[src/hdl/pm_pkg.sv]
// Shared constants and sizing helpers for the polynomial multiplier.
`default_nettype none

package pm_pkg;

	localparam int MAX_TERMS_DEF  = 16;
	localparam int COEF_WIDTH_DEF = 16;
	localparam int PROD_W         = 36;
	localparam int POWER_W        = 5;
	localparam int QUEUE_DEPTH    = 2;

	localparam logic CMD_FIRST  = 1'b0;
	localparam logic CMD_SECOND = 1'b1;

	function automatic int idx_w(input int max_terms);
		return (max_terms > 1) ? $clog2(max_terms) : 1;
	endfunction

	function automatic int cnt_w(input int max_terms);
		return $clog2(max_terms + 1);
	endfunction

	// wr, sel, idx, coef, run, na, nb, zero, ovf
	function automatic int entry_w(input int max_terms, input int coef_width);
		return 2 + idx_w(max_terms) + coef_width + 1 + 2 * cnt_w(max_terms) + 2;
	endfunction

endpackage

`default_nettype wire

[src/hdl/pm_if.sv]
// Handshake channel interfaces for operand items and product results.
`default_nettype none

interface pm_in_if #(
	parameter int COEF_WIDTH = pm_pkg::COEF_WIDTH_DEF
);
	logic                         valid;
	logic                         ready;
	logic                         command;
	logic signed [COEF_WIDTH-1:0] coefficient;
	logic                         last_term;
	logic                         zero_operand;

	modport source (output valid, command, coefficient, last_term, zero_operand, input ready);
	modport sink (input valid, command, coefficient, last_term, zero_operand, output ready);
endinterface

interface pm_out_if;
	logic                               valid;
	logic                               ready;
	logic signed [pm_pkg::PROD_W-1:0]   product_coefficient;
	logic [pm_pkg::POWER_W-1:0]         power;
	logic                               last_result;
	logic                               zero_product;
	logic                               overflow;

	modport source (output valid, product_coefficient, power, last_result, zero_product,
		overflow, input ready);
	modport sink (input valid, product_coefficient, power, last_result, zero_product,
		overflow, output ready);
endinterface

`default_nettype wire

[src/hdl/pm_front.sv]
// Front end: takes operand items, tracks the pair and queues store writes and run requests.
`default_nettype none

module pm_front #(
	parameter int MAX_TERMS  = pm_pkg::MAX_TERMS_DEF,
	parameter int COEF_WIDTH = pm_pkg::COEF_WIDTH_DEF
) (
	input  wire logic                                                 clk,
	input  wire logic                                                 arst_n,
	pm_in_if.sink                                                     items,
	output logic                                                      push_valid,
	input  wire logic                                                 push_ready,
	output logic [pm_pkg::entry_w(MAX_TERMS, COEF_WIDTH)-1:0]         push_data
);

	localparam int IDX_W = pm_pkg::idx_w(MAX_TERMS);
	localparam int CNT_W = pm_pkg::cnt_w(MAX_TERMS);

	typedef struct packed {
		logic                  wr;
		logic                  sel;
		logic [IDX_W-1:0]      idx;
		logic [COEF_WIDTH-1:0] coef;
		logic                  run;
		logic [CNT_W-1:0]      na;
		logic [CNT_W-1:0]      nb;
		logic                  zero;
		logic                  ovf;
	} entry_t;

	logic [CNT_W-1:0] a_cnt_q, b_cnt_q, a_cnt_d, b_cnt_d, cur_cnt;
	logic             a_done_q, b_done_q, a_done_d, b_done_d;
	logic             a_zero_q, b_zero_q, a_zero_d, b_zero_d;
	logic             drop_q, drop_d;
	logic             accept, second, cur_done;
	entry_t           ent;

	assign items.ready = push_ready;
	assign push_data   = ent;

	always_comb begin
		a_cnt_d  = a_cnt_q;
		b_cnt_d  = b_cnt_q;
		a_done_d = a_done_q;
		b_done_d = b_done_q;
		a_zero_d = a_zero_q;
		b_zero_d = b_zero_q;
		drop_d   = drop_q;
		accept   = items.valid && items.ready;
		second   = (items.command == pm_pkg::CMD_SECOND);
		cur_cnt  = second ? b_cnt_q : a_cnt_q;
		cur_done = second ? b_done_q : a_done_q;
		ent      = '0;
		ent.sel  = items.command;
		ent.coef = items.coefficient;

		// items for a closed operand are taken and dropped silently
		if (accept && !cur_done) begin
			if (items.zero_operand) begin
				if (second) begin
					b_zero_d = 1'b1;
					b_done_d = 1'b1;
					b_cnt_d  = '0;
				end else begin
					a_zero_d = 1'b1;
					a_done_d = 1'b1;
					a_cnt_d  = '0;
				end
			end else begin
				if (cur_cnt < CNT_W'(MAX_TERMS)) begin
					ent.wr  = 1'b1;
					ent.idx = cur_cnt[IDX_W-1:0];
					if (second) begin
						b_cnt_d = cur_cnt + CNT_W'(1);
					end else begin
						a_cnt_d = cur_cnt + CNT_W'(1);
					end
				end else begin
					drop_d = 1'b1;
				end
				if (items.last_term) begin
					if (second) begin
						b_done_d = 1'b1;
					end else begin
						a_done_d = 1'b1;
					end
				end
			end
		end

		if (a_done_d && b_done_d) begin
			ent.run  = 1'b1;
			ent.na   = a_cnt_d;
			ent.nb   = b_cnt_d;
			ent.zero = a_zero_d || b_zero_d || (a_cnt_d == '0) || (b_cnt_d == '0);
			ent.ovf  = drop_d;
			a_cnt_d  = '0;
			b_cnt_d  = '0;
			a_done_d = 1'b0;
			b_done_d = 1'b0;
			a_zero_d = 1'b0;
			b_zero_d = 1'b0;
			drop_d   = 1'b0;
		end

		push_valid = accept && (ent.wr || ent.run);
	end

	always_ff @(posedge clk or negedge arst_n) begin
		if (!arst_n) begin
			a_cnt_q  <= '0;
			b_cnt_q  <= '0;
			a_done_q <= 1'b0;
			b_done_q <= 1'b0;
			a_zero_q <= 1'b0;
			b_zero_q <= 1'b0;
			drop_q   <= 1'b0;
		end else begin
			a_cnt_q  <= a_cnt_d;
			b_cnt_q  <= b_cnt_d;
			a_done_q <= a_done_d;
			b_done_q <= b_done_d;
			a_zero_q <= a_zero_d;
			b_zero_q <= b_zero_d;
			drop_q   <= drop_d;
		end
	end

endmodule

`default_nettype wire

[src/hdl/pm_queue.sv]
// Small FIFO between the front end and the convolution engine.
`default_nettype none

module pm_queue #(
	parameter int WIDTH = 8,
	parameter int DEPTH = pm_pkg::QUEUE_DEPTH
) (
	input  wire logic             clk,
	input  wire logic             arst_n,
	input  wire logic             in_valid,
	output logic                  in_ready,
	input  wire logic [WIDTH-1:0] in_data,
	output logic                  out_valid,
	input  wire logic             out_ready,
	output logic [WIDTH-1:0]      out_data
);

	localparam int PW = (DEPTH > 1) ? $clog2(DEPTH) : 1;
	localparam int FW = $clog2(DEPTH + 1);

	logic [WIDTH-1:0] slot_q [DEPTH];
	logic [PW-1:0]    wr_ptr_q, rd_ptr_q;
	logic [FW-1:0]    fill_q;
	logic             push, pop;

	assign in_ready  = (fill_q != FW'(DEPTH));
	assign out_valid = (fill_q != '0);
	assign out_data  = slot_q[rd_ptr_q];
	assign push      = in_valid && in_ready;
	assign pop       = out_valid && out_ready;

	always_ff @(posedge clk or negedge arst_n) begin
		if (!arst_n) begin
			wr_ptr_q <= '0;
			rd_ptr_q <= '0;
			fill_q   <= '0;
		end else begin
			if (push) begin
				wr_ptr_q <= (wr_ptr_q == PW'(DEPTH - 1)) ? '0 : wr_ptr_q + PW'(1);
			end
			if (pop) begin
				rd_ptr_q <= (rd_ptr_q == PW'(DEPTH - 1)) ? '0 : rd_ptr_q + PW'(1);
			end
			if (push && !pop) begin
				fill_q <= fill_q + FW'(1);
			end else if (pop && !push) begin
				fill_q <= fill_q - FW'(1);
			end
		end
	end

	always_ff @(posedge clk) begin
		if (push) begin
			slot_q[wr_ptr_q] <= in_data;
		end
	end

endmodule

`default_nettype wire

[src/hdl/pm_back.sv]
// Back end: operand stores and a pipelined multiply-accumulate that walks the convolution.
`default_nettype none

module pm_back #(
	parameter int MAX_TERMS  = pm_pkg::MAX_TERMS_DEF,
	parameter int COEF_WIDTH = pm_pkg::COEF_WIDTH_DEF
) (
	input  wire logic                                                 clk,
	input  wire logic                                                 arst_n,
	input  wire logic                                                 q_valid,
	output logic                                                      q_ready,
	input  wire logic [pm_pkg::entry_w(MAX_TERMS, COEF_WIDTH)-1:0]    q_data,
	pm_out_if.source                                                  results
);

	localparam int IDX_W = pm_pkg::idx_w(MAX_TERMS);
	localparam int CNT_W = pm_pkg::cnt_w(MAX_TERMS);
	localparam int KW    = $clog2(2 * MAX_TERMS);
	localparam int PW    = pm_pkg::PROD_W;

	typedef struct packed {
		logic                  wr;
		logic                  sel;
		logic [IDX_W-1:0]      idx;
		logic [COEF_WIDTH-1:0] coef;
		logic                  run;
		logic [CNT_W-1:0]      na;
		logic [CNT_W-1:0]      nb;
		logic                  zero;
		logic                  ovf;
	} entry_t;

	typedef struct packed {
		logic          first;
		logic          k_end;
		logic          p_end;
		logic          zero;
		logic          ovf;
		logic [KW-1:0] k;
	} tag_t;

	typedef enum logic {ST_IDLE, ST_RUN} state_t;

	logic signed [COEF_WIDTH-1:0] store_a [MAX_TERMS];
	logic signed [COEF_WIDTH-1:0] store_b [MAX_TERMS];

	state_t           state_q;
	logic [KW-1:0]    k_q, kmax, k_nx;
	logic [IDX_W-1:0] i_q, iend, istart_nx, b_idx;
	logic [CNT_W-1:0] na_q, nb_q;
	logic             run_zero_q, run_ovf_q, first_q;
	logic             issue, adv, emit, pop;
	entry_t           ent;
	tag_t             tag_cur, tag_s1, tag_s2;
	logic             v_s1, v_s2;

	logic signed [COEF_WIDTH-1:0]   rd_a_s1, rd_b_s1;
	logic signed [2*COEF_WIDTH-1:0] prod_s2;
	logic signed [63:0]             prod_64;
	logic signed [PW-1:0]           acc_q, acc_sum;

	logic                           out_valid_q, last_q, zero_q, ovf_q;
	logic signed [PW-1:0]           coef_q;
	logic [pm_pkg::POWER_W-1:0]     power_q;

	assign ent     = entry_t'(q_data);
	assign q_ready = (state_q == ST_IDLE);
	assign pop     = q_valid && q_ready;

	// term range for output power k: i from max(0, k-nb+1) to min(k, na-1)
	assign kmax      = KW'(na_q) + KW'(nb_q) - KW'(2);
	assign k_nx      = k_q + KW'(1);
	assign iend      = (k_q < KW'(na_q)) ? k_q[IDX_W-1:0] : IDX_W'(na_q - CNT_W'(1));
	assign istart_nx = (k_nx >= KW'(nb_q)) ? IDX_W'(k_nx - KW'(nb_q) + KW'(1)) : '0;
	assign b_idx     = IDX_W'(k_q - KW'(i_q));

	// whole MAC pipeline holds while a finished coefficient cannot leave
	assign adv   = !(v_s2 && tag_s2.k_end && out_valid_q && !results.ready);
	assign issue = (state_q == ST_RUN) && adv;
	assign emit  = v_s2 && tag_s2.k_end && adv;

	always_comb begin
		tag_cur.first = first_q;
		tag_cur.k_end = (i_q == iend);
		tag_cur.p_end = (k_q == kmax);
		tag_cur.zero  = run_zero_q;
		tag_cur.ovf   = run_ovf_q;
		tag_cur.k     = k_q;
	end

	assign prod_64 = 64'(prod_s2);
	assign acc_sum = (tag_s2.first ? '0 : acc_q) + prod_64[PW-1:0];

	always_ff @(posedge clk or negedge arst_n) begin
		if (!arst_n) begin
			state_q     <= ST_IDLE;
			k_q         <= '0;
			i_q         <= '0;
			na_q        <= '0;
			nb_q        <= '0;
			run_zero_q  <= 1'b0;
			run_ovf_q   <= 1'b0;
			first_q     <= 1'b0;
			v_s1        <= 1'b0;
			v_s2        <= 1'b0;
			out_valid_q <= 1'b0;
		end else begin
			case (state_q)
				ST_IDLE: begin
					if (pop && ent.run) begin
						state_q    <= ST_RUN;
						k_q        <= '0;
						i_q        <= '0;
						first_q    <= 1'b1;
						run_zero_q <= ent.zero;
						run_ovf_q  <= ent.ovf;
						// a zero product goes through as a single forced term
						na_q       <= ent.zero ? CNT_W'(1) : ent.na;
						nb_q       <= ent.zero ? CNT_W'(1) : ent.nb;
					end
				end
				ST_RUN: begin
					if (adv) begin
						if (i_q == iend) begin
							first_q <= 1'b1;
							if (k_q == kmax) begin
								state_q <= ST_IDLE;
							end else begin
								k_q <= k_nx;
								i_q <= istart_nx;
							end
						end else begin
							first_q <= 1'b0;
							i_q     <= i_q + IDX_W'(1);
						end
					end
				end
				default: begin
					state_q <= ST_IDLE;
				end
			endcase
			if (adv) begin
				v_s1 <= issue;
				v_s2 <= v_s1;
			end
			if (emit) begin
				out_valid_q <= 1'b1;
			end else if (results.ready) begin
				out_valid_q <= 1'b0;
			end
		end
	end

	always_ff @(posedge clk) begin
		if (pop && ent.wr) begin
			if (ent.sel == pm_pkg::CMD_SECOND) begin
				store_b[ent.idx] <= ent.coef;
			end else begin
				store_a[ent.idx] <= ent.coef;
			end
		end
	end

	always_ff @(posedge clk) begin
		if (adv) begin
			rd_a_s1 <= store_a[i_q];
			rd_b_s1 <= store_b[b_idx];
			tag_s1  <= tag_cur;
			prod_s2 <= rd_a_s1 * rd_b_s1;
			tag_s2  <= tag_s1;
			if (v_s2) begin
				acc_q <= acc_sum;
			end
		end
		if (emit) begin
			coef_q  <= tag_s2.zero ? '0 : acc_sum;
			power_q <= pm_pkg::POWER_W'(tag_s2.k);
			last_q  <= tag_s2.p_end;
			zero_q  <= tag_s2.zero;
			ovf_q   <= tag_s2.ovf;
		end
	end

	assign results.valid               = out_valid_q;
	assign results.product_coefficient = coef_q;
	assign results.power               = power_q;
	assign results.last_result         = last_q;
	assign results.zero_product        = zero_q;
	assign results.overflow            = ovf_q;

endmodule

`default_nettype wire

[src/hdl/polynomial_multiplier.sv]
// Polynomial multiplier: one coefficient transfer per cycle in while the queue has room; product terms through one MAC.
// The run request that closes a pair passes the queue, the sequencer, the MAC stages and the output register.
// Throughput: one multiply-accumulate per cycle while the output is not stalled; a product of
// na by nb terms walks all na*nb term pairs through the single shared multiplier; a zero product is one forced term.
// Items stall once the two-entry queue fills while a product is running.
// Reset: arst_n clears the pair tracking, queue, sequencer and output valid; stores keep data.
`default_nettype none

module polynomial_multiplier #(
	parameter int MAX_TERMS  = pm_pkg::MAX_TERMS_DEF,
	parameter int COEF_WIDTH = pm_pkg::COEF_WIDTH_DEF
) (
	input  wire logic clk,
	input  wire logic arst_n,
	pm_in_if.sink     items,
	pm_out_if.source  results
);

	localparam int EW = pm_pkg::entry_w(MAX_TERMS, COEF_WIDTH);

	logic          push_valid, push_ready, q_valid, q_ready;
	logic [EW-1:0] push_data, q_data;

	pm_front #(
		.MAX_TERMS (MAX_TERMS),
		.COEF_WIDTH(COEF_WIDTH)
	) u_front (
		.clk       (clk),
		.arst_n    (arst_n),
		.items     (items),
		.push_valid(push_valid),
		.push_ready(push_ready),
		.push_data (push_data)
	);

	pm_queue #(
		.WIDTH(EW),
		.DEPTH(pm_pkg::QUEUE_DEPTH)
	) u_queue (
		.clk      (clk),
		.arst_n   (arst_n),
		.in_valid (push_valid),
		.in_ready (push_ready),
		.in_data  (push_data),
		.out_valid(q_valid),
		.out_ready(q_ready),
		.out_data (q_data)
	);

	pm_back #(
		.MAX_TERMS (MAX_TERMS),
		.COEF_WIDTH(COEF_WIDTH)
	) u_back (
		.clk    (clk),
		.arst_n (arst_n),
		.q_valid(q_valid),
		.q_ready(q_ready),
		.q_data (q_data),
		.results(results)
	);

endmodule

`default_nettype wire

[src/flat_wrapper.sv]
// flat-port wrapper written by rule: the top's interface ports become plain ports
module polynomial_multiplier_flat 
#(
	parameter int MAX_TERMS  = pm_pkg::MAX_TERMS_DEF,
	parameter int COEF_WIDTH = pm_pkg::COEF_WIDTH_DEF
)
  (clk, arst_n, items_valid, items_command, items_coefficient, items_last_term, items_zero_operand, items_ready, results_valid, results_product_coefficient, results_power, results_last_result, results_zero_product, results_overflow, results_ready);
  pm_in_if #(.COEF_WIDTH(COEF_WIDTH)) items_i ();
  pm_out_if results_i ();
  input  wire logic clk;
  input  wire logic arst_n;
  input wire logic [$bits(items_i.valid)-1:0] items_valid;
  input wire logic [$bits(items_i.command)-1:0] items_command;
  input wire logic [$bits(items_i.coefficient)-1:0] items_coefficient;
  input wire logic [$bits(items_i.last_term)-1:0] items_last_term;
  input wire logic [$bits(items_i.zero_operand)-1:0] items_zero_operand;
  output wire logic [$bits(items_i.ready)-1:0] items_ready;
  output wire logic [$bits(results_i.valid)-1:0] results_valid;
  output wire logic [$bits(results_i.product_coefficient)-1:0] results_product_coefficient;
  output wire logic [$bits(results_i.power)-1:0] results_power;
  output wire logic [$bits(results_i.last_result)-1:0] results_last_result;
  output wire logic [$bits(results_i.zero_product)-1:0] results_zero_product;
  output wire logic [$bits(results_i.overflow)-1:0] results_overflow;
  input wire logic [$bits(results_i.ready)-1:0] results_ready;
  assign items_i.valid = items_valid;
  assign items_i.command = items_command;
  assign items_i.coefficient = items_coefficient;
  assign items_i.last_term = items_last_term;
  assign items_i.zero_operand = items_zero_operand;
  assign items_ready = items_i.ready;
  assign results_valid = results_i.valid;
  assign results_product_coefficient = results_i.product_coefficient;
  assign results_power = results_i.power;
  assign results_last_result = results_i.last_result;
  assign results_zero_product = results_i.zero_product;
  assign results_overflow = results_i.overflow;
  assign results_i.ready = results_ready;
  polynomial_multiplier #(.MAX_TERMS(MAX_TERMS), .COEF_WIDTH(COEF_WIDTH)) u_core (.clk(clk), .arst_n(arst_n), .items(items_i), .results(results_i));
endmodule
[config.mk]
export PLATFORM = sky130hd
export DESIGN_NAME = polynomial_multiplier_flat
export DESIGN_NICKNAME = d
export VERILOG_FILES = /design/src/hdl/pm_pkg.sv /design/src/hdl/pm_if.sv /design/src/hdl/pm_front.sv /design/src/hdl/pm_queue.sv /design/src/hdl/pm_back.sv /design/src/hdl/polynomial_multiplier.sv /design/src/flat_wrapper.sv
export SDC_FILE = /design/constraint.sdc
export NUM_CORES = 2
export LEC_CHECK = 0
export ABC_AREA = 0
export BUFFER_PORTS_ARGS = -buffer_cell sky130_fd_sc_hd__buf_2
export CAP_MARGIN = 10
export CORE_MARGIN = 1.5
export CORE_UTILIZATION = 45
export DETAILED_ROUTE_END_ITERATION = 6
export GPL_TIMING_DRIVEN = 1
export PLACE_DENSITY = 0.67
export SLEW_MARGIN = 5
export SYNTH_ARGS = -nofsm -noshare
export SYNTH_HDL_FRONTEND = slang
export SYNTH_SLANG_ARGS = --single-unit
[constraint.sdc]
create_clock -name clk -period 17.3 [get_ports clk]
set_clock_uncertainty 0.15 [all_clocks]
set_input_delay 3.46 -clock clk [delete_from_list [all_inputs] [get_ports clk]]
set_output_delay 3.46 -clock clk [all_outputs]
set_load 0.05 [all_outputs]
==> Yosys cells after proc, flatten, opt, wreduce, memory -nomap -nowiden <==
Memories as Yosys holds them, arrays and structs flattened. A register that Yosys moved wholly into a read port is not among the register bits.
Index checks and enable logic that the tools add are counted.
{ "totals": {"register_bits": 177, "mem_bits_rw": 582, "in_bits": 23, "out_inout_bits": 46, "elab_cells": 188, "mem_count": 3} }
{ "memory_table": {"columns": ["memory", "depth", "word_bits", "rd", "rd_clocked_by_memory_dff", "wr", "line_no", "text"], "rows": [
  ["u_core.u_back.store_a", 16, 16, 1, 1, 1, "pm_back.sv:44", "logic signed [COEF_WIDTH-1:0] store_a [MAX_TERMS];"],
  ["u_core.u_back.store_b", 16, 16, 1, 1, 1, "pm_back.sv:45", "logic signed [COEF_WIDTH-1:0] store_b [MAX_TERMS];"],
  ["u_core.u_queue.slot_q", 2, 35, 1, 0, 1, "pm_queue.sv:21", "logic [WIDTH-1:0] slot_q [DEPTH];"]
]} }
{ "op_classes": {"add_sub_neg": 14, "multipliers": 1, "n_lt_le_gt_ge": 3, "n_eq_ne": 8, "muxes": 81, "bitwise_logic": 2, "n_reduce_logical": 36} }
{ "op_table": {"columns": ["cell", "count"], "rows": [
  ["two-way mux 5 bit", 19],
  ["two-way mux 1 bit", 45],
  ["adder 36 bit", 1],
  ["two-way mux 36 bit", 1],
  ["two-way mux 4 bit", 9],
  ["multiplier 16 x 16 -> 32 bit", 1],
  ["logical AND 1 bit", 15],
  ["two-way mux 13 bit", 1],
  ["adder 5 x 1 -> 5 bit (second input constant)", 2],
  ["logical NOT 5 bit", 2],
  ["case mux 5 bit (2 select lines)", 1],
  ["adder 4 x 1 -> 4 bit (second input constant)", 2],
  ["inequality test 2 bit (second input constant)", 4],
  ["case mux 4 bit (2 select lines)", 1],
  ["subtractor 4 bit", 2],
  ["logical NOT 1 bit", 7],
  ["AND reduction 2 bit", 3],
  ["nonzero test 2 bit", 3],
  ["adder 5 bit", 1],
  ["equality test 5 bit", 1],
  [">= comparator 5 bit", 1],
  ["< comparator 5 bit", 1],
  ["< comparator 5 bit (second input constant)", 1],
  ["subtractor 5 x 2 -> 5 bit (second input constant)", 1],
  ["13 further kinds", 20]
]} }

==> Longest topological paths before layout <==
{ "depth": {"word_depth": 17, "depth_mapped": 24, "mapped_depth_nobuf": 23} }

==> Hierarchy <==
A second synthesis with hierarchy kept.
{ "hier_totals": {"cells_unflattened": 2928, "area_unflattened_um2": 42719.7} }
{ "modules_own_cells": {"columns": ["module", "n_inst", "cells_each", "area_each_um2", "seq_area_each_um2"], "rows": [
  ["pm_back", 1, 2647, 38635.8, 20950.1],
  ["pm_queue", 1, 127, 2870.3, 2202.1],
  ["pm_front", 1, 154, 1213.7, 375.4]
]} }

==> Least setup slack after synthesis <==
No wires, ideal clock.
{ "synth_timing": {"path_type": "input -> register", "startpoint": "input results_ready", "endpoint": "register u_core.u_back.acc_q[0] (enable)", "setup_time_ps": 425, "arrival_ps": 6958, "setup_slack_ps": 9767, "path_stages": 3, "n_path_buf": 0, "path_cell_list": "nor2b_1 > nand3_1 > and2_1"} }
{ "synth_via": {"elab_chain_cells": 4} }
{ "synth_lines": {"columns": ["element", "line_no", "text"], "rows": [
  ["from (decl)", "flat_wrapper.sv:24", "input wire logic [$bits(results_i.ready)-1:0] results_ready;"],
  ["logical NOT 1 bit", "pm_back.sv:78", "assign adv = !(v_s2 && tag_s2.k_end && out_valid_q && !results.ready);"],
  ["logical AND 1 bit", "pm_back.sv:78", null],
  ["NOT 1 bit (no line)", null, null],
  ["AND reduction 2 bit (no line)", null, null],
  ["to (signal assigned)", "pm_back.sv:172", "acc_q <= acc_sum;"],
  ["to (decl)", "pm_back.sv:60", "logic signed [PW-1:0] acc_q, acc_sum;"]
]} }
Every way passes these cells.
A chain may end at the register's enable or synchronous reset.

==> Worst setup path in the final report <==
{ "layout_timing": {"startpoint": "register u_core.u_back.rd_b_s1[1], read port of u_core.u_back.store_b", "endpoint": "register u_core.u_back.prod_s2[31], data pin"} }
{ "layout_via": {"elab_chain_cells": 1} }
{ "layout_lines": {"columns": ["element", "line_no", "text"], "rows": [
  ["from (decl)", "pm_back.sv:57", "logic signed [COEF_WIDTH-1:0] rd_a_s1, rd_b_s1;"],
  ["multiplier 16 x 16 -> 32 bit", "pm_back.sv:169", "prod_s2 <= rd_a_s1 * rd_b_s1;"],
  ["to (signal assigned)", "pm_back.sv:169", null],
  ["to (decl)", "pm_back.sv:58", "logic signed [2*COEF_WIDTH-1:0] prod_s2;"]
]} }
Every way passes these cells.

==> metrics.md <==
| Metric | Value |
|---|---|
| DP HPWL | about 57 mm |
| CTS buffer count | 81 |
| Most used routing layer | met2 |
| Post-synthesis average cell area | approximately 15 µm² |
| Worst min path class | register to register |
| Starting density of the core | 0.456 |
| Gr ovfl total | 0 |
| Predominant post-synthesis flop cell | edfxtp_1 |
| Cell taking the most area after synthesis | edfxtp_1 |
| Hold_buf cts | 0 |
| Drt pass-1 iters | 7 |
| Min cycle time layout | 6.74 ns |
| CTS H-tree depth | 3 |
| Filler Cell Count | between 7000 and 8000 |
| Gr usage total | 0.187 |
| TritonCTS clock tree | done |
| Arr. time, crit path | between 6 and 7 ns |
| IO Count | 69 |
| Max stage delay on crit path | between 0.7 and 0.8 ns |
| Netlist Area Pre-Place | 42000 µm² |
| Initial antenna violation count | 0 |
| Routed len/inst | about 20 µm |
| Period utilisation layout | 0.390 |
| Total number of vias | between 20000 and 25000 |
| RSZ-0062 raised after global routing | false |
| Gpl congestion | approximately 0.9 |
| Met3 Resource Use GR | 0.0300 |
| Startpoint types | register |
| CP Max Fanout | 16 |
| Final ANT Viol Nets | 0 |
| Row cnt | 111 |
| R2R depth | 21 |
| Worst path slowest cell | fa_1 |
| Die W | roughly 310 µm |
| Post-synthesis sequential area ratio | 0.561 |
| Final setup TNS | 0 ns |
| # diodes | 0 |
| Vias per cell | roughly 5.3 |
| # resized after CTS | 0 |
| Met1 Track Usage GR | 0.254 |
| Core region area | between 90000 and 100000 µm² |
| Hold Path Sink | u_core.u_back.tag_s2[5]$_DFFE_PN_ |
| First-pass GRT wire length | roughly 140 mm |
| Ys async rst share | 0.0569 |
| F_max | 148 MHz |
| Synth unique cells | a little under 70 |
| Count leader, synth | edfxtp_1 |
| Post-Route WL | between 80 and 90 mm |
| Setup crit end kind | register |
| Root cell of the clock tree | clkbuf_16 |
| Synth top area share | 0.534 |
| Ys Warns | 0 |
| Number of global-route vias before repair | ~24000 |
| Share of post-route cells with drive strength above 1 | 0.143 |
| Clk_lat worst skew | 0.66 ns |
| Clock sinks | around 800 |
| #FFs+latches synth | between 700 and 800 |
| Final Max Slew Viols | 0 |
| Area delta synth->final | 10.7% |
| Worst reg-to-reg setup slack | between 10 and 15 ns |
| Cell Chain, Critical Path | nand2_1, inv_1, fa_1, fa_1, fa_1, fa_1, fa_1, inv_1, fa_1, inv_1, ha_1, nand2_1, nor3_1, nand2_1, a21o_1, o22ai_1, nand3_1, o21a_1, o2111ai_1, a21oi_1, xnor2_1 |
| Tightest Pin Transition | 1.17 ns |
| Die height | ~310 µm |
| Post-CTS Setup Repair Bufs | 0 |
| DRC | 0 |
| Critical path's most frequent cell | fa_1 |
| Req. time, crit path | roughly 18 ns |
| Worst r2r dst | u_core.u_back.prod_s2[31]$_DFFE_PN_ |
| FF-to-FF Start | u_core.u_back.rd_b_s1[1]$_DFFE_PN_ |
| Hold path depth | 0 |
| GRT met2 Usage | 0.313 |
| Cells after Synth | roughly 2800 |
| Largest net degree at the start of global routing | just under 70 |
| Clock slew at reported path FFs | approximately 0.070 ns |
| Synth area leaders | edfxtp_1, fa_1, mux4_2, ha_1, inv_1 |
| Final hold violations | 0 |
| NumNets Final | approximately 3400 |
| Die Area | ~95000 µm² |
| EDFF count, synth | roughly 750 |
| Worst slew margin | 0.216 |
| Port Buffers | 68 |
| Syn nets | around 3300 |
| Longest Clk Path Bufs | 3 |
| DRT iter0 DRCs | roughly 1900 |
| Top cells by count, synth | edfxtp_1, inv_1, fa_1 |
| Endpoints failing setup | 0 |
| Max-cap violations | 0 |
| Status | finished, final reports clean |
| Min-delay src | u_core.u_back.tag_s1[5]$_DFFE_PN_ |
| CP Class | register to register |
==> worst max-delay path: cells and delay by family, from the launching register on <==
kind	cells	cell delay, ns
adder cells (fa/ha/maj)	7	3.54
XOR/XNOR	1	0.12
flip-flops	1	0.65
buffers and inverters	3	0.20
AND/OR/NAND/NOR	5	0.85
AO/OA/AOI/OAI	5	0.99
==> flip-flops by register name (all words and copies together) (netlist names), 16 cells and up <==
signal and cells:
u_core.u_back.acc_q 36, u_core.u_back.prod_s2 32, u_core.u_queue.slot_q 70, u_core.u_back.rd_b_s1 16, u_core.u_back.store_b 256, u_core.u_back.store_a 256, u_core.u_back.rd_a_s1 16, u_core.u_back.results.product_coefficient 36
==> stage by stage <==
step,instances,utilization,instance area (µm²),worst slack [ns],hold slack (ns)
3_3_place_gp,4077,0.476,43800,10.54,0.253
6_report,4228,0.504,46400,10.56,0.267
5_1_grt,4228,0.504,46400,10.20,0.273
4_1_cts,4228,0.504,46400,10.49,0.265
3_5_place_dp,4077,0.476,43800,10.47,0.255
2_1_floorplan,2840,-,42000,9.77,0.250
==> cell usage in the layout (no fill, tap or decap), drive strengths merged, types with 15 or more instances in the layout <==
| cell type | Yosys | final |
|---|---|---|
| o21ai | 37 | 37 |
| a211oi | 26 | 26 |
| edfxtp | 746 | 746 |
| a21o | 38 | 38 |
| inv | 337 | 341 |
| a21oi | 107 | 107 |
| o21bai | 15 | 15 |
| and2 | 133 | 133 |
| nand2 | 184 | 184 |
| clkinv | 0 | 41 |
| buf | 22 | 98 |
| ha | 144 | 144 |
| xnor2 | 65 | 65 |
| mux2i | 37 | 37 |
| nor2 | 110 | 110 |
| nor2b | 98 | 98 |
| xor2 | 34 | 34 |
| mux4 | 144 | 144 |
| clkbuf | 82 | 95 |
| dfrtp | 45 | 45 |
| nand3 | 25 | 25 |
| fa | 266 | 266 |
| mux2 | 17 | 17 |
==> cells by family (layout without fill, tap and decap cells) <==
| logic type | count (synthesis) | after routing | synth area share |
|---|---|---|---|
| flops | 791 | 791 | 0.561 |
| mux | 198 | 198 | 0.0907 |
| xor+xnor | 99 | 99 | 0.0207 |
| compound gates | 289 | 289 | 0.0449 |
| fa+ha+maj | 410 | 410 | 0.170 |
| buf+inv | 441 | 586 | 0.0400 |
| simple gates | 612 | 612 | 0.0732 |
==> metal layers <==
layer / vias up / part of all wire
met3: 146 / 0.050
met4: 0 / 0.023
li1: 10200 / -
met2: 570 / 0.48
met1: 11600 / 0.44
met5: - / 0
==> worst max path at each step <==
stage                                             start                                     end
floorplan                                 results_ready        u_core.u_back.acc_q[0]$_DFFE_PP_
global placement    u_core.u_back.rd_a_s1[15]$_DFFE_PN_     u_core.u_back.prod_s2[31]$_DFFE_PN_
detailed placement                        items_command  u_core.u_queue.slot_q[0][26]$_DFFE_PP_
CTS                 u_core.u_back.rd_a_s1[15]$_DFFE_PN_     u_core.u_back.prod_s2[31]$_DFFE_PN_
global route         u_core.u_back.rd_b_s1[1]$_DFFE_PN_     u_core.u_back.prod_s2[31]$_DFFE_PN_
finish               u_core.u_back.rd_b_s1[1]$_DFFE_PN_     u_core.u_back.prod_s2[31]$_DFFE_PN_
==> final cells by class <==
class | count | area [µm²] | share of cell area
Clock buffer | 95 | 2080 | 0.0448
Clock inverter | 56 | 567 | 0.0122
Inverter | 337 | 1260 | 0.0272
Multi-Input combinational cell | 1608 | 16900 | 0.363
Sequential cell | 791 | 23500 | 0.507
Tap cell | 1243 | 1560 | 0.0335
Timing Repair Buffer | 98 | 566 | 0.0122
Power is left out: the tool's default activity adds up to more than one toggle a clock period on the data nets, which glitch-free logic cannot reach.
